`config.mk`:
```
export PLATFORM = sky130hd
export DESIGN_NAME = ini_text_tokenizer_flat
export DESIGN_NICKNAME = d
export VERILOG_FILES = /design/src/sv/itt_pkg.sv /design/src/sv/itt_in_if.sv /design/src/sv/itt_out_if.sv /design/src/sv/itt_cfg_if.sv /design/src/sv/itt_front.sv /design/src/sv/itt_queue.sv /design/src/sv/itt_back.sv /design/src/sv/ini_text_tokenizer.sv /design/src/flat_wrapper.sv
export VERILOG_INCLUDE_DIRS = /design/src /design/src/sv
export SDC_FILE = /design/constraint.sdc
export NUM_CORES = 1
export LEC_CHECK = 0
export BUFFER_PORTS_ARGS = -buffer_cell sky130_fd_sc_hd__buf_4
export CAP_MARGIN = 10
export CORE_ASPECT_RATIO = 0.8
export CORE_MARGIN = 8
export CORE_UTILIZATION = 30
export CTS_CLUSTER_DIAMETER = 100
export DETAILED_ROUTE_END_ITERATION = 12
export PLACE_DENSITY = 0.49
export SLEW_MARGIN = 40
export SYNTH_ARGS = -nofsm -noshare
export SYNTH_HDL_FRONTEND = slang
export SYNTH_SLANG_ARGS = --single-unit
```
`constraint.sdc`:
```
create_clock -name i_clk -period 4.2 [get_ports i_clk]
set_input_delay 0.63 -clock i_clk [delete_from_list [all_inputs] [get_ports i_clk]]
set_output_delay 0.63 -clock i_clk [all_outputs]
set_load 0.005 [all_outputs]
```
`src/sv/ini_text_tokenizer_defines.svh`:
```
// ----------------------------------------------------------------------------
// ini_text_tokenizer assertion macros
// Clocked concurrent assertion wrappers, empty when synthesised.
// ----------------------------------------------------------------------------
`ifndef INI_TEXT_TOKENIZER_DEFINES_SVH
`define INI_TEXT_TOKENIZER_DEFINES_SVH

`ifndef SYNTHESIS
`define ITT_ASSERT(lbl, prop, msg) \
    lbl: assert property (@(posedge i_clk) disable iff (!i_rst_n) (prop)) else $error(msg);
`define ITT_ASSERT_NEXT(lbl, ante, cons, msg) \
    lbl: assert property (@(posedge i_clk) disable iff (!i_rst_n) (ante) |=> (cons)) \
        else $error(msg);
`else
`define ITT_ASSERT(lbl, prop, msg)
`define ITT_ASSERT_NEXT(lbl, ante, cons, msg)
`endif

`endif

```
`src/sv/itt_pkg.sv`:
```
// ----------------------------------------------------------------------------
// itt_pkg
// Types and constants shared by the INI text tokenizer.
// ----------------------------------------------------------------------------
`default_nettype none

package itt_pkg;

    typedef enum logic [2:0] {
        PH_LINE    = 3'd0,
        PH_SECTION = 3'd1,
        PH_KEY     = 3'd2,
        PH_VALUE   = 3'd3,
        PH_COMMENT = 3'd4
    } t_phase;

    localparam logic [2:0] ROLE_SPACE   = 3'd0;
    localparam logic [2:0] ROLE_SECTION = 3'd1;
    localparam logic [2:0] ROLE_KEY     = 3'd2;
    localparam logic [2:0] ROLE_VALUE   = 3'd3;
    localparam logic [2:0] ROLE_COMMENT = 3'd4;
    localparam logic [2:0] ROLE_DELIM   = 3'd5;
    localparam logic [2:0] ROLE_EOL     = 3'd6;

    localparam logic [1:0] ERR_EMPTY_SECTION = 2'd0;
    localparam logic [1:0] ERR_NO_EQUALS     = 2'd1;
    localparam logic [1:0] ERR_UNTERMINATED  = 2'd2;

    localparam logic [2:0] CFG_CMT_FIRST = 3'd0;
    localparam logic [2:0] CFG_CMT_USE   = 3'd4;
    localparam logic [2:0] CFG_LINE_END  = 3'd5;

    localparam int unsigned CMT_REGS = 4;
    localparam logic [7:0]  CMT_RESET [CMT_REGS] = '{8'd35, 8'd59, 8'd0, 8'd0};
    localparam logic [2:0]  CMT_USE_RESET  = 3'd2;
    localparam logic [7:0]  LINE_END_RESET = 8'd10;

    localparam logic [7:0] CH_LBRACKET = 8'h5B;
    localparam logic [7:0] CH_RBRACKET = 8'h5D;
    localparam logic [7:0] CH_EQUALS   = 8'h3D;
    localparam logic [7:0] CH_SPACE    = 8'h20;
    localparam logic [7:0] CH_TAB      = 8'h09;
    localparam logic [7:0] CH_CR       = 8'h0D;

    localparam int unsigned QDEPTH = 2;

    typedef struct packed {
        logic is_end;
        logic is_cmt;
        logic is_space;
        logic is_lbr;
        logic is_rbr;
        logic is_eq;
        logic first;
        logic last;
    } t_qitem;

    typedef struct packed {
        logic [2:0]  byte_role;
        logic        section_done;
        logic        entry_done;
        logic        default_opened;
        logic        error_seen;
        logic [1:0]  error_kind;
        logic [15:0] line_number;
        logic [15:0] column_number;
    } t_result;

endpackage

`default_nettype wire

```
`src/sv/itt_in_if.sv`:
```
// ----------------------------------------------------------------------------
// itt_in_if
// Text byte channel into the tokenizer.
// ----------------------------------------------------------------------------
`default_nettype none

interface itt_in_if;
    logic       valid;
    logic       ready;
    logic [7:0] text_byte;
    logic       first_of_text;
    logic       last_of_text;

    modport source (output valid, text_byte, first_of_text, last_of_text, input ready);
    modport sink   (input valid, text_byte, first_of_text, last_of_text, output ready);
endinterface

`default_nettype wire

```
`src/sv/itt_out_if.sv`:
```
// ----------------------------------------------------------------------------
// itt_out_if
// Token result channel out of the tokenizer.
// ----------------------------------------------------------------------------
`default_nettype none

interface itt_out_if;
    logic        valid;
    logic        ready;
    logic [2:0]  byte_role;
    logic        section_done;
    logic        entry_done;
    logic        default_opened;
    logic        error_seen;
    logic [1:0]  error_kind;
    logic [15:0] line_number;
    logic [15:0] column_number;

    modport source (output valid, byte_role, section_done, entry_done, default_opened,
                    error_seen, error_kind, line_number, column_number, input ready);
    modport sink   (input valid, byte_role, section_done, entry_done, default_opened,
                    error_seen, error_kind, line_number, column_number, output ready);
endinterface

`default_nettype wire

```
`src/sv/itt_cfg_if.sv`:
```
// ----------------------------------------------------------------------------
// itt_cfg_if
// Register write channel of the tokenizer.
// ----------------------------------------------------------------------------
`default_nettype none

interface itt_cfg_if;
    logic       valid;
    logic       ready;
    logic [2:0] index;
    logic [7:0] data;

    modport source (output valid, index, data, input ready);
    modport sink   (input valid, index, data, output ready);
endinterface

`default_nettype wire

```
`src/sv/itt_front.sv`:
```
// ----------------------------------------------------------------------------
// itt_front
// Holds the registers, accepts text bytes and classifies each one.
// ----------------------------------------------------------------------------
`default_nettype none

module itt_front import itt_pkg::*; #(
    parameter int unsigned MAX_COMMENT_CHARS = 4
) (
    input  logic   i_clk,
    input  logic   i_rst_n,
    itt_in_if.sink  i_text,
    itt_cfg_if.sink i_cfg,
    output logic   o_push,
    output t_qitem o_item,
    input  logic   i_q_ready
);

    localparam int unsigned NUM_CMT =
        (MAX_COMMENT_CHARS < CMT_REGS) ? MAX_COMMENT_CHARS : CMT_REGS;

    logic [7:0] r_cmt [NUM_CMT];
    logic [2:0] r_cmt_use;
    logic [7:0] r_line_end;
    logic       cfg_wr;
    logic       cmt_hit;
    logic [7:0] b;

    assign cfg_wr      = i_cfg.valid && i_cfg.ready;
    assign i_cfg.ready = 1'b1;

    always_ff @(posedge i_clk) begin
        if (!i_rst_n) begin
            for (int i = 0; i < NUM_CMT; i++) r_cmt[i] <= CMT_RESET[i];
            r_cmt_use  <= CMT_USE_RESET;
            r_line_end <= LINE_END_RESET;
        end else if (cfg_wr) begin
            for (int i = 0; i < NUM_CMT; i++) begin
                if (i_cfg.index == CFG_CMT_FIRST + 3'(i)) r_cmt[i] <= i_cfg.data;
            end
            if (i_cfg.index == CFG_CMT_USE)  r_cmt_use  <= i_cfg.data[2:0];
            if (i_cfg.index == CFG_LINE_END) r_line_end <= i_cfg.data;
        end
    end

    assign b = i_text.text_byte;

    always_comb begin
        cmt_hit = 1'b0;
        for (int i = 0; i < NUM_CMT; i++) begin
            if ((3'(i) < r_cmt_use) && (r_cmt[i] == b)) cmt_hit = 1'b1;
        end
    end

    assign i_text.ready    = i_q_ready;
    assign o_push          = i_text.valid && i_q_ready;
    assign o_item.is_end   = (b == r_line_end);
    assign o_item.is_cmt   = cmt_hit;
    assign o_item.is_space = (b == CH_SPACE) || ((b >= CH_TAB) && (b <= CH_CR));
    assign o_item.is_lbr   = (b == CH_LBRACKET);
    assign o_item.is_rbr   = (b == CH_RBRACKET);
    assign o_item.is_eq    = (b == CH_EQUALS);
    assign o_item.first    = i_text.first_of_text;
    assign o_item.last     = i_text.last_of_text;

endmodule

`default_nettype wire

```
`src/sv/itt_queue.sv`:
```
// ----------------------------------------------------------------------------
// itt_queue
// Short FIFO of classified bytes between the front and back ends.
// ----------------------------------------------------------------------------
`default_nettype none
`include "ini_text_tokenizer_defines.svh"

module itt_queue import itt_pkg::*; (
    input  logic   i_clk,
    input  logic   i_rst_n,
    input  logic   i_push,
    input  t_qitem i_item,
    output logic   o_ready,
    input  logic   i_pop,
    output t_qitem o_item,
    output logic   o_valid
);

    localparam int unsigned PW = (QDEPTH > 1) ? $clog2(QDEPTH) : 1;
    localparam int unsigned CW = $clog2(QDEPTH + 1);

    t_qitem        r_mem [QDEPTH];
    logic [PW-1:0] r_wr;
    logic [PW-1:0] r_rd;
    logic [CW-1:0] r_count;

    function automatic logic [PW-1:0] ptr_inc(input logic [PW-1:0] p);
        return (p == PW'(QDEPTH - 1)) ? '0 : p + PW'(1);
    endfunction

    assign o_ready = (r_count != CW'(QDEPTH));
    assign o_valid = (r_count != '0);
    assign o_item  = r_mem[r_rd];

    always_ff @(posedge i_clk) begin
        if (i_push) r_mem[r_wr] <= i_item;
    end

    always_ff @(posedge i_clk) begin
        if (!i_rst_n) begin
            r_wr    <= '0;
            r_rd    <= '0;
            r_count <= '0;
        end else begin
            if (i_push) r_wr <= ptr_inc(r_wr);
            if (i_pop)  r_rd <= ptr_inc(r_rd);
            case ({i_push, i_pop})
                2'b10:   r_count <= r_count + CW'(1);
                2'b01:   r_count <= r_count - CW'(1);
                default: r_count <= r_count;
            endcase
        end
    end

    `ITT_ASSERT(a_no_overflow, !(i_push && !o_ready), "queue pushed while full")
    `ITT_ASSERT(a_no_underflow, !(i_pop && !o_valid), "queue popped while empty")

endmodule

`default_nettype wire

```
`src/sv/itt_back.sv`:
```
// ----------------------------------------------------------------------------
// itt_back
// Parse state machine, counters, sticky error and the result register.
// ----------------------------------------------------------------------------
`default_nettype none
`include "ini_text_tokenizer_defines.svh"

module itt_back import itt_pkg::*; #(
    parameter int unsigned COUNTER_BITS = 16
) (
    input  logic   i_clk,
    input  logic   i_rst_n,
    input  logic   i_q_valid,
    input  t_qitem i_item,
    output logic   o_pop,
    itt_out_if.source o_tok
);

    t_phase                  r_phase, e_phase, s_mid, n_phase;
    logic                    r_sec_open, e_sec_open, n_sec_open;
    logic                    r_name_ne, e_name_ne, n_name_ne;
    logic                    r_err_valid, e_err_valid, n_err_valid;
    logic [1:0]              r_err_code, e_err_code, n_err_code;
    logic [COUNTER_BITS-1:0] r_line, e_line, n_line;
    logic [COUNTER_BITS-1:0] r_col, e_col, n_col;
    logic                    r_out_valid;
    t_result                 r_out, n_out;
    logic                    raise;
    logic [1:0]              raise_code;
    logic [2:0]              role;
    logic                    sec_done, ent_done, dflt;

    assign o_pop = i_q_valid && (!r_out_valid || o_tok.ready);

    // first_of_text clears before the byte is parsed
    assign e_phase     = i_item.first ? PH_LINE : r_phase;
    assign e_sec_open  = i_item.first ? 1'b0 : r_sec_open;
    assign e_name_ne   = i_item.first ? 1'b0 : r_name_ne;
    assign e_err_valid = i_item.first ? 1'b0 : r_err_valid;
    assign e_err_code  = i_item.first ? ERR_EMPTY_SECTION : r_err_code;
    assign e_line      = i_item.first ? '0 : r_line;
    assign e_col       = i_item.first ? '0 : r_col;

    // next state
    always_comb begin
        s_mid = e_phase;
        unique case (e_phase)
            PH_SECTION: begin
                if (i_item.is_rbr && !i_item.is_end) s_mid = PH_LINE;
            end
            PH_KEY: begin
                if (i_item.is_end)      s_mid = PH_LINE;
                else if (i_item.is_cmt) s_mid = PH_COMMENT;
                else if (i_item.is_eq)  s_mid = PH_VALUE;
            end
            PH_VALUE: begin
                if (i_item.is_end)      s_mid = PH_LINE;
                else if (i_item.is_cmt) s_mid = PH_COMMENT;
            end
            PH_COMMENT: begin
                if (i_item.is_end) s_mid = PH_LINE;
            end
            default: begin
                if (i_item.is_end || i_item.is_space) s_mid = PH_LINE;
                else if (i_item.is_lbr)               s_mid = PH_SECTION;
                else if (i_item.is_cmt)               s_mid = PH_COMMENT;
                else if (i_item.is_eq)                s_mid = PH_VALUE;
                else                                  s_mid = PH_KEY;
            end
        endcase
        n_phase = i_item.last ? PH_LINE : s_mid;
    end

    // outputs
    always_comb begin
        role       = ROLE_SPACE;
        sec_done   = 1'b0;
        ent_done   = 1'b0;
        dflt       = 1'b0;
        raise      = 1'b0;
        raise_code = ERR_EMPTY_SECTION;
        n_sec_open = e_sec_open;
        n_name_ne  = e_name_ne;
        unique case (e_phase)
            PH_SECTION: begin
                if (i_item.is_rbr && !i_item.is_end) begin
                    role = ROLE_DELIM;
                    if (e_name_ne) begin
                        sec_done   = 1'b1;
                        n_sec_open = 1'b1;
                    end else begin
                        raise      = 1'b1;
                        raise_code = ERR_EMPTY_SECTION;
                    end
                end else begin
                    role      = ROLE_SECTION;
                    n_name_ne = 1'b1;
                end
            end
            PH_KEY: begin
                if (i_item.is_end) begin
                    role       = ROLE_EOL;
                    raise      = 1'b1;
                    raise_code = ERR_NO_EQUALS;
                end else if (i_item.is_cmt) begin
                    role = ROLE_COMMENT;
                end else if (i_item.is_eq) begin
                    role = ROLE_DELIM;
                end else begin
                    role = ROLE_KEY;
                end
            end
            PH_VALUE: begin
                if (i_item.is_end) begin
                    role     = ROLE_EOL;
                    ent_done = 1'b1;
                end else if (i_item.is_cmt) begin
                    role     = ROLE_COMMENT;
                    ent_done = 1'b1;
                end else begin
                    role = ROLE_VALUE;
                end
            end
            PH_COMMENT: begin
                role = i_item.is_end ? ROLE_EOL : ROLE_COMMENT;
            end
            default: begin
                if (i_item.is_end) begin
                    role = ROLE_EOL;
                end else if (i_item.is_space) begin
                    role = ROLE_SPACE;
                end else if (i_item.is_lbr) begin
                    role      = ROLE_DELIM;
                    n_name_ne = 1'b0;
                end else begin
                    if (!e_sec_open) begin
                        n_sec_open = 1'b1;
                        dflt       = 1'b1;
                    end
                    if (i_item.is_cmt)     role = ROLE_COMMENT;
                    else if (i_item.is_eq) role = ROLE_DELIM;
                    else                   role = ROLE_KEY;
                end
            end
        endcase

        if (i_item.last) begin
            if (s_mid == PH_VALUE) begin
                ent_done = 1'b1;
            end else if ((s_mid == PH_KEY || s_mid == PH_SECTION) && !raise) begin
                raise      = 1'b1;
                raise_code = ERR_UNTERMINATED;
            end
        end

        n_err_valid = e_err_valid || raise;
        n_err_code  = e_err_valid ? e_err_code : raise_code;

        if (i_item.is_end) begin
            n_line = (e_line != '1) ? e_line + COUNTER_BITS'(1) : e_line;
            n_col  = '0;
        end else begin
            n_line = e_line;
            n_col  = (e_col != '1) ? e_col + COUNTER_BITS'(1) : e_col;
        end

        n_out.byte_role      = role;
        n_out.section_done   = sec_done;
        n_out.entry_done     = ent_done;
        n_out.default_opened = dflt;
        n_out.error_seen     = n_err_valid;
        n_out.error_kind     = n_err_valid ? n_err_code : ERR_EMPTY_SECTION;
        n_out.line_number    = 16'(e_line);
        n_out.column_number  = 16'(e_col);
    end

    always_ff @(posedge i_clk) begin
        if (!i_rst_n) begin
            r_phase     <= PH_LINE;
            r_sec_open  <= 1'b0;
            r_name_ne   <= 1'b0;
            r_err_valid <= 1'b0;
            r_err_code  <= ERR_EMPTY_SECTION;
            r_line      <= '0;
            r_col       <= '0;
            r_out_valid <= 1'b0;
        end else begin
            if (o_pop) begin
                r_phase     <= n_phase;
                r_sec_open  <= n_sec_open;
                r_name_ne   <= n_name_ne;
                r_err_valid <= n_err_valid;
                r_err_code  <= n_err_code;
                r_line      <= n_line;
                r_col       <= n_col;
                r_out_valid <= 1'b1;
            end else if (o_tok.ready) begin
                r_out_valid <= 1'b0;
            end
        end
    end

    always_ff @(posedge i_clk) begin
        if (o_pop) r_out <= n_out;
    end

    assign o_tok.valid          = r_out_valid;
    assign o_tok.byte_role      = r_out.byte_role;
    assign o_tok.section_done   = r_out.section_done;
    assign o_tok.entry_done     = r_out.entry_done;
    assign o_tok.default_opened = r_out.default_opened;
    assign o_tok.error_seen     = r_out.error_seen;
    assign o_tok.error_kind     = r_out.error_kind;
    assign o_tok.line_number    = r_out.line_number;
    assign o_tok.column_number  = r_out.column_number;

    `ITT_ASSERT_NEXT(a_err_sticky, r_err_valid && !(o_pop && i_item.first),
                     r_err_valid && $stable(r_err_code), "held error lost or changed")
    `ITT_ASSERT_NEXT(a_col_clear, o_pop && i_item.is_end, r_col == '0,
                     "column not cleared after line end")
    `ITT_ASSERT_NEXT(a_line_hold, o_pop && !i_item.is_end && !i_item.first,
                     $stable(r_line), "line counter moved without line end")
    `ITT_ASSERT_NEXT(a_state_hold, !o_pop, $stable(r_phase) && $stable(r_col),
                     "parse state moved without an item")

endmodule

`default_nettype wire

```
`src/sv/ini_text_tokenizer.sv`:
```
// ----------------------------------------------------------------------------
// ini_text_tokenizer
// Byte-wise INI text tokenizer: roles, section and entry events, positions.
// ----------------------------------------------------------------------------
// One text byte is accepted every clock cycle while input ready is high, and one
// result is returned for each byte, in order. A byte passes the classifier into
// a two-entry queue, then the parse state machine writes its result into an
// output register, so each result passes the queue entry and then the output
// register before it appears. The feedback of the parse state and counters in
// the back end sets the rate of one byte per cycle. Back-pressure on the result
// channel fills the queue and then lowers input ready. The register port is always
// ready and must only be written while no byte is in flight; no clearing pass follows reset.
`default_nettype none

module ini_text_tokenizer import itt_pkg::*; #(
    parameter int unsigned MAX_COMMENT_CHARS = 4,
    parameter int unsigned COUNTER_BITS      = 16
) (
    input  logic      i_clk,
    input  logic      i_rst_n,
    itt_in_if.sink    i_text,
    itt_cfg_if.sink   i_cfg,
    itt_out_if.source o_tok
);

    logic   push, q_ready, q_valid, pop;
    t_qitem push_item, pop_item;

    itt_front #(
        .MAX_COMMENT_CHARS (MAX_COMMENT_CHARS)
    ) u_front (
        .i_clk     (i_clk),
        .i_rst_n   (i_rst_n),
        .i_text    (i_text),
        .i_cfg     (i_cfg),
        .o_push    (push),
        .o_item    (push_item),
        .i_q_ready (q_ready)
    );

    itt_queue u_queue (
        .i_clk   (i_clk),
        .i_rst_n (i_rst_n),
        .i_push  (push),
        .i_item  (push_item),
        .o_ready (q_ready),
        .i_pop   (pop),
        .o_item  (pop_item),
        .o_valid (q_valid)
    );

    itt_back #(
        .COUNTER_BITS (COUNTER_BITS)
    ) u_back (
        .i_clk     (i_clk),
        .i_rst_n   (i_rst_n),
        .i_q_valid (q_valid),
        .i_item    (pop_item),
        .o_pop     (pop),
        .o_tok     (o_tok)
    );

endmodule

`default_nettype wire
```
`src/flat_wrapper.sv`:
```
// flat-port wrapper written by rule: the top's interface ports become plain ports
module ini_text_tokenizer_flat import itt_pkg::*;
#(
    parameter int unsigned MAX_COMMENT_CHARS = 4,
    parameter int unsigned COUNTER_BITS      = 16
)
  (i_clk, i_rst_n, i_text_valid, i_text_text_byte, i_text_first_of_text, i_text_last_of_text, i_text_ready, i_cfg_valid, i_cfg_index, i_cfg_data, i_cfg_ready, o_tok_valid, o_tok_byte_role, o_tok_section_done, o_tok_entry_done, o_tok_default_opened, o_tok_error_seen, o_tok_error_kind, o_tok_line_number, o_tok_column_number, o_tok_ready);
  itt_in_if i_text_i ();
  itt_cfg_if i_cfg_i ();
  itt_out_if o_tok_i ();
  input  logic i_clk;
  input  logic i_rst_n;
  input wire logic [$bits(i_text_i.valid)-1:0] i_text_valid;
  input wire logic [$bits(i_text_i.text_byte)-1:0] i_text_text_byte;
  input wire logic [$bits(i_text_i.first_of_text)-1:0] i_text_first_of_text;
  input wire logic [$bits(i_text_i.last_of_text)-1:0] i_text_last_of_text;
  output wire logic [$bits(i_text_i.ready)-1:0] i_text_ready;
  input wire logic [$bits(i_cfg_i.valid)-1:0] i_cfg_valid;
  input wire logic [$bits(i_cfg_i.index)-1:0] i_cfg_index;
  input wire logic [$bits(i_cfg_i.data)-1:0] i_cfg_data;
  output wire logic [$bits(i_cfg_i.ready)-1:0] i_cfg_ready;
  output wire logic [$bits(o_tok_i.valid)-1:0] o_tok_valid;
  output wire logic [$bits(o_tok_i.byte_role)-1:0] o_tok_byte_role;
  output wire logic [$bits(o_tok_i.section_done)-1:0] o_tok_section_done;
  output wire logic [$bits(o_tok_i.entry_done)-1:0] o_tok_entry_done;
  output wire logic [$bits(o_tok_i.default_opened)-1:0] o_tok_default_opened;
  output wire logic [$bits(o_tok_i.error_seen)-1:0] o_tok_error_seen;
  output wire logic [$bits(o_tok_i.error_kind)-1:0] o_tok_error_kind;
  output wire logic [$bits(o_tok_i.line_number)-1:0] o_tok_line_number;
  output wire logic [$bits(o_tok_i.column_number)-1:0] o_tok_column_number;
  input wire logic [$bits(o_tok_i.ready)-1:0] o_tok_ready;
  assign i_text_i.valid = i_text_valid;
  assign i_text_i.text_byte = i_text_text_byte;
  assign i_text_i.first_of_text = i_text_first_of_text;
  assign i_text_i.last_of_text = i_text_last_of_text;
  assign i_text_ready = i_text_i.ready;
  assign i_cfg_i.valid = i_cfg_valid;
  assign i_cfg_i.index = i_cfg_index;
  assign i_cfg_i.data = i_cfg_data;
  assign i_cfg_ready = i_cfg_i.ready;
  assign o_tok_valid = o_tok_i.valid;
  assign o_tok_byte_role = o_tok_i.byte_role;
  assign o_tok_section_done = o_tok_i.section_done;
  assign o_tok_entry_done = o_tok_i.entry_done;
  assign o_tok_default_opened = o_tok_i.default_opened;
  assign o_tok_error_seen = o_tok_i.error_seen;
  assign o_tok_error_kind = o_tok_i.error_kind;
  assign o_tok_line_number = o_tok_i.line_number;
  assign o_tok_column_number = o_tok_i.column_number;
  assign o_tok_i.ready = o_tok_ready;
  ini_text_tokenizer #(.MAX_COMMENT_CHARS(MAX_COMMENT_CHARS), .COUNTER_BITS(COUNTER_BITS)) u_core (.i_clk(i_clk), .i_rst_n(i_rst_n), .i_text(i_text_i), .i_cfg(i_cfg_i), .o_tok(o_tok_i));
endmodule
```
==> qor.yml, run 1 <==
critical_path:
  cp_num_buf_inv: 1
  slowest_stage: "dfxtp_1"
  critical_path_class: "flop to flop"
  path_cells: "mux2i_4 -> nand2_1 -> inv_1 -> ha_1 -> and2_1 -> nand4_1 -> or4_1 -> nand2_2 -> o21ai_1 -> a32o_1"
  worstPathRequired_ps: 4510
  worst_ep_arrival_time_ps: 3760
  critPathLaunchType: "flop"
  path_max_fanout: 23
  crit_family: "simple AND/OR/NAND/NOR gates"
  slowest_delay_ps: 810
  end_kind: "flop"
clocking:
  hold_buffers: 0
  insertion_delay_ps: 430
  htree_num_levels: 4
  cts-root-buf: "clkbuf_16"
  post-cts-setup-buffer-count: 0
  cts_buffer_depth: 2
  clkSinkCount: 146
  cts_resized: 0
  path_clk_slew_ps: 60
  cts_inserted_buffers: 17
  cts_tree: "yes"
routing:
  drt_first_pass_iters: 5
  drcViolationCount: 0
  via_count: 5250
  ant_nets: 0
  drt_iter0_markers: 305
  routed_wl_mm: 18.1
  drt-wirelength-per-cell_um: 16.8
  routed_via_density: 4.87
timing:
  fin_skew_ps: 8.33
  setup_viol: 0
  rsz0062_at_grt: "false"
  period_share: 0.821
  worst_slew_pin_slew_ps: 753
  finalHoldViolations: 0
  relSlewSlack: 0.497
  final_max_slew_viol_count: 0
  finalCriticalPeriod_ps: 3450
  fin_setup_tns_ps: 0
  fmaxAchievable_mhz: 290
global_route:
  grt_pass1_vias: 5140
  grt.total_usage: 0.125
  grt_start_max_net_pins: 35
  grt_pass1_wl_mm: 28.9
  antenna_found_initial: 0
  gr-total-overflow: 0
finish:
  diodes: 0
  n_fill_cell: 2369
  fin_nets: 783
  fin_util: 0.365
  area_growth_pct: 19.6
  drive_gt1_frac: 0.184
die:
  core_area_mm2: 0.0234
  fp.dieH_um: 154
  initial_core_util: 0.306
  rows: 50
  die_area_mm2: 0.0291
  boundaryPins: 70
  die_x_um: 189
yosys:
  synth-async-reset-ratio: 0
  yosysUniqueCellTypes: 71
  synth_edf_count: 89
  synth_area_per_cell_um2: 10.3
  ys_warn_count: 0
  ys_seq_elements: 146
  syn_nets: 724
  synth-main-ff-cell: "edfxtp_1"
  ys_seq_area_frac: 0.533
  syn-cell-area_mm2: 0.00715
  synthCells: 695
power_and_ir_drop:
  p_total_mw: 4.78
  vdd_ir_drop_max_mv: 0.308
  power_frac_comb: 0.260
  pwr-share-seq: 0.417
  switching_power_mw: 1.55
  power.density_mw_per_mm2: 559
  leakage_nw: 3.03
  pwr-share-clk: 0.323
  internal_power_mw: 3.23
  swShare: 0.324
run_status:
  status: "complete, no violations"
placement:
  place_hpwl_mm: 12.5
  port_buffers: 68
  gp_congestion: 0.820
worst_hold_path:
  min_path_type: "input pin to flop"
job:
  cap_violations: 0
==> logic make-up (layout without fill, tap and decap cells) <==
logic type / count (synthesis) / count (layout) / synth area share
other cells: 1 / 1 / 0.000524
fa+ha+maj: 3 / 3 / 0.00525
compound gates: 98 / 98 / 0.0924
xor+xnor: 61 / 61 / 0.0758
simple gates: 321 / 321 / 0.238
flops: 146 / 146 / 0.533
mux: 15 / 15 / 0.0243
buf+inv: 50 / 122 / 0.0303
==> layout make-up <==
class,count,area [um2],share of cell area
clock buffer,17,425,0.0498
clock inverter,15,170,0.0199
inverter,15,56.3,0.00659
multi-input combinational,499,3130,0.366
sequential,146,3810,0.446
tap,312,390,0.0457
timing repair buffer,75,563,0.0659
==> worst paths after layout <==
path | from | endpoint | slack (ps) | cells after the start
worst max-delay path | flop | u_core.u_back.r_line[1] | 750 | 10
worst min-delay path | i_text_last_of_text | u_core.u_queue.r_mem[0][0] | 400 | 1
worst max register to register | flop | u_core.u_back.r_line[1] | 750 | 10
worst min register to register | u_core.u_back.r_sec_open | u_core.u_back.r_sec_open | 460 | 2
==> synthesized netlist by cell type (all sizes together), types with 18 or more instances <==
cell     n  area [um2]
nand2   76         293
xor2    35         314
nor2    53         199
dfxtp   57        1140
nor4    18         125
o21ai   22         114
nand4   19         119
nand3   25         125
xnor2   26         228
clkbuf  27         101
edfxtp  89        2670
and2    62         388
a21oi   30         154
==> power groups by stage <==
stage               registers, mW  logic (mW)  clock network (mW)
finish                       1.99        1.24                1.54
global route                 2.02        1.38                1.64
CTS                          2.00        1.27                1.58
detailed placement           2.02        1.27                   0
global placement             2.03        1.27                   0
floorplan                    1.99       0.751                   0
==> metrics by stage <==
step | std cells | cell area (um2) | setup WS (ps) | hold WS (ps)
2_1_floorplan | 695 | 7150 | 837 | 429
4_1_cts | 1079 | 8550 | 753 | 376
3_3_place_gp | 1047 | 7940 | 811 | 439
3_5_place_dp | 1047 | 7950 | 750 | 453
5_1_grt | 1079 | 8550 | 477 | 377
6_report | 1079 | 8550 | 753 | 396
==> layer usage <==
layer  up-vias  part of all wire  global-route usage
met4         0            0.0088              0.0360
li1       2606                 -                   -
met2       125              0.45               0.191
met1      2505              0.49               0.172
met3        14             0.046              0.0314
met5         -                 0                   0
==> layout by cell type (no fill, tap or decap), types with 8 or more instances in the layout <==
master,count
a21oi_1,29
edfxtp_1,89
nor4_1,16
or3_1,10
nor3_1,14
xnor2_1,26
nor2_1,53
nand2_1,73
o21ai_0,13
or2_2,8
nand4_1,19
buf_4,75
xor2_1,34
o21ai_1,8
nand3_1,25
dfxtp_1,57
nand2b_1,8
inv_1,14
mux2i_1,8
clkbuf_16,17
and2_1,62
==> flip-flops by register name (all words and copies together), names as in the netlist, 3 cells and up, named ones only <==
| name | count |
|---|---|
| u_core.u_back.o_tok.byte_role | 3 |
| u_core.u_queue.r_mem | 16 |
| u_core.u_back.o_tok.column_number | 16 |
| u_core.u_front.r_cmt | 32 |
| u_core.u_back.r_col | 16 |
| u_core.u_back.o_tok.line_number | 16 |
| u_core.u_front.r_line_end | 8 |
| u_core.u_front.r_cmt_use | 3 |
| u_core.u_back.r_phase | 3 |
| u_core.u_back.r_line | 16 |
Note: power is estimated with default switching activity, not from simulation.
==> run 2: changes to the inputs <==
==> constraint.sdc (replaced) <==
create_clock -name i_clk -period 3.3 [get_ports i_clk]
set_input_delay 0.495 -clock i_clk [delete_from_list [all_inputs] [get_ports i_clk]]
set_output_delay 0.495 -clock i_clk [all_outputs]
set_load 0.005 [all_outputs]
==> run 2 against run 1 <==
Net effect: sequential cell count did not move; via count rose by 0.19%; non-clock buffer count rose by 7; critical path depth did not move; utilization rose by 0.16 points; sequential power rose by 25%; first-iteration DRC count rose by 40%; maximum frequency rose by 22%; sequential share of layout area fell by 0.19 points; combinational power rose by 32%.
==> qor.yml, run 2 (synthesis gave the netlist of run 1 again) <==
placement:
  gp_congestion: 0.811  # -1.1%
  dpl.cell_count: 1054  # +0.67%
  port_buffers: 68  # unchanged
  pre_cts_slack_ps: 455  # -295 ps
  place_hpwl_mm: 12.6  # +1.2%
timing:
  setup_viol: 0  # unchanged
  fin_ws_ps: 471  # -282 ps
  finalHoldViolations: 0  # unchanged
  finalCriticalPeriod_ps: 2830  # -618 ps
  fin_setup_tns_ps: 0  # unchanged
  final_max_slew_viol_count: 0  # unchanged
  rsz0062_at_grt: "false"
  period_share: 0.857  # +0.0365
  fin_skew_ps: 11.9  # +3.59 ps
  worst_slew_pin_slew_ps: 738  # -15.0 ps
  fmaxAchievable_mhz: 353  # +22%
  relSlewSlack: 0.507  # +0.00950
critical_path:
  critPathLaunchType: "flop"
  slowest_delay_ps: 590  # -220 ps
  path_max_fanout: 19  # -17%
  worst_ep_arrival_time_ps: 3150  # -610 ps
  path_cells: "mux2i_4 -> nand2_1 -> inv_1 -> ha_1 -> and2_1 -> nand4_1 -> or4_1 -> nand2_2 -> o21ai_1 -> a32o_1"
  worstPathRequired_ps: 3620  # -890 ps
  end_kind: "flop"
  reg2reg_depth: 10  # unchanged
  slowest_stage: "or4_1"
  cp_num_buf_inv: 1  # unchanged
  crit_family: "simple AND/OR/NAND/NOR gates"
  critical_path_class: "flop to flop"
  cp.depth: 10  # unchanged
clocking:
  cts_tree: "yes"
  insertion_delay_ps: 430  # about the same
  cts_buffer_depth: 2  # unchanged
  path_clk_slew_ps: 70  # about the same
  hold_buffers: 0  # unchanged
  htree_num_levels: 4  # unchanged
  cts_resized: 0  # unchanged
  cts-root-buf: "clkbuf_16"
  post-cts-setup-buffer-count: 0  # unchanged
  cts_inserted_buffers: 17  # unchanged
  clkSinkCount: 146  # unchanged
die:
  fp.dieH_um: 154  # unchanged
  die_x_um: 189  # unchanged
  die_area_mm2: 0.0291  # unchanged
  rows: 50  # unchanged
  initial_core_util: 0.306  # unchanged
  boundaryPins: 70  # unchanged
  core_area_mm2: 0.0234  # unchanged
global_route:
  grt_start_max_net_pins: 30  # -14%
  grt_pass1_wl_mm: 28.9  # about the same
  grt.total_usage: 0.126  # +0.000548
  grt_pass1_vias: 5192  # +1.0%
  gr-total-overflow: 0  # unchanged
  antenna_found_initial: 0  # unchanged
routing:
  via_count: 5260  # +0.19%
  routed_via_density: 4.84  # -0.46%
  drcViolationCount: 0  # unchanged
  drt-wirelength-per-cell_um: 16.7  # -0.38%
  drt_first_pass_iters: 6  # +1
  ant_nets: 0  # unchanged
  routed_wl_mm: 18.2  # +0.27%
  drt_iter0_markers: 427  # +40%
finish:
  diodes: 0  # unchanged
  final_cells: 1086  # +0.65%
  fin_nets: 790  # +0.89%
  final_common_cell: "edfxtp_1"
  area_growth_pct: 20.1
  drive_gt1_frac: 0.190  # +0.00609
  largest_register: "u_core.u_front.r_cmt"
  largest_reg_flops: 32  # unchanged
  fin_util: 0.367  # +0.00155
  final_cell_mix: "edfxtp_1 (89), buf_4 (82), nand2_1 (73)"
power_and_ir_drop:
  power.density_mw_per_mm2: 708  # +27%
  vdd_ir_drop_max_mv: 0.426  # +38%
  p_total_mw: 6.08  # +27%
  leakage_nw: 3.07  # +1.3%
run_status:
  status: "complete, no violations"
job:
  cap_violations: 0  # unchanged
worst_hold_path:
  min_path_type: "input pin to flop"
  hold_path_depth: 1  # unchanged
run 2: cell count changes in the layout (fill, tap and decap cells not counted), moves of 2 or more:
cell,before,now
inv_8,2,4
o31ai_1,3,5
inv_6,5,7
o31ai_2,4,2
o21ai_1,8,6
clkinvlp_4,4,1
o21ai_0,13,15
buf_4,75,82
run 2: per-layer routing:
metal,vias to the layer above,GRT usage,wire length (um)
li1,2618,-,-
met1,2532,0.171,8980
met2,94,0.189,8110
met3,16,0.0335,793
met4,0,0.0450,286
met5,-,0,0
run 2: worst register-to-register path: stages, from the launching register on:
cell and delay [ps]:
dfxtp_1 390, mux2i_4 570, nand2_1 150, inv_1 120, ha_1 180, and2_1 150, nand4_1 120, or4_1 590
nand2_2 180, o21ai_1 80, a32o_1 200
run 2: layout make-up:
class                   count  area [um2]
fillers                  2408       14800
inverters                  15        56.3
repair buffers             82         616
clock inverters            15         161
multi-input cells         499        3120
well taps                 312         390
flip-flops and latches    146        3810
clock buffers              17         425
run 2: final timing paths:
path / to / slack [ps] / startpoint
worst max-delay path: u_core.u_back.r_line[1] / 470 / flop
worst min-delay path: u_core.u_queue.r_mem[1][0] / 250 / i_text_last_of_text
worst max register to register: u_core.u_back.r_line[1] / 470 / flop
worst min register to register: u_core.u_back.r_sec_open / 470 / u_core.u_back.r_sec_open
run 2: power by group:
group	internal, mW	total, mW	leakage, nW	switching [mW]
registers	2.35	2.49	1.33	0.145
clock network	1.08	1.94	0.288	0.864
logic	0.650	1.64	1.46	0.994
total	4.07	6.08	3.07	2.00
run 2: stage by stage:
stage	cell area, um2	hold slack [ps]
final	8590	255
after global routing	8590	238
after CTS	8580	230
after detailed placement	8000	447
after global placement	8000	440
after floorplan	7150	429
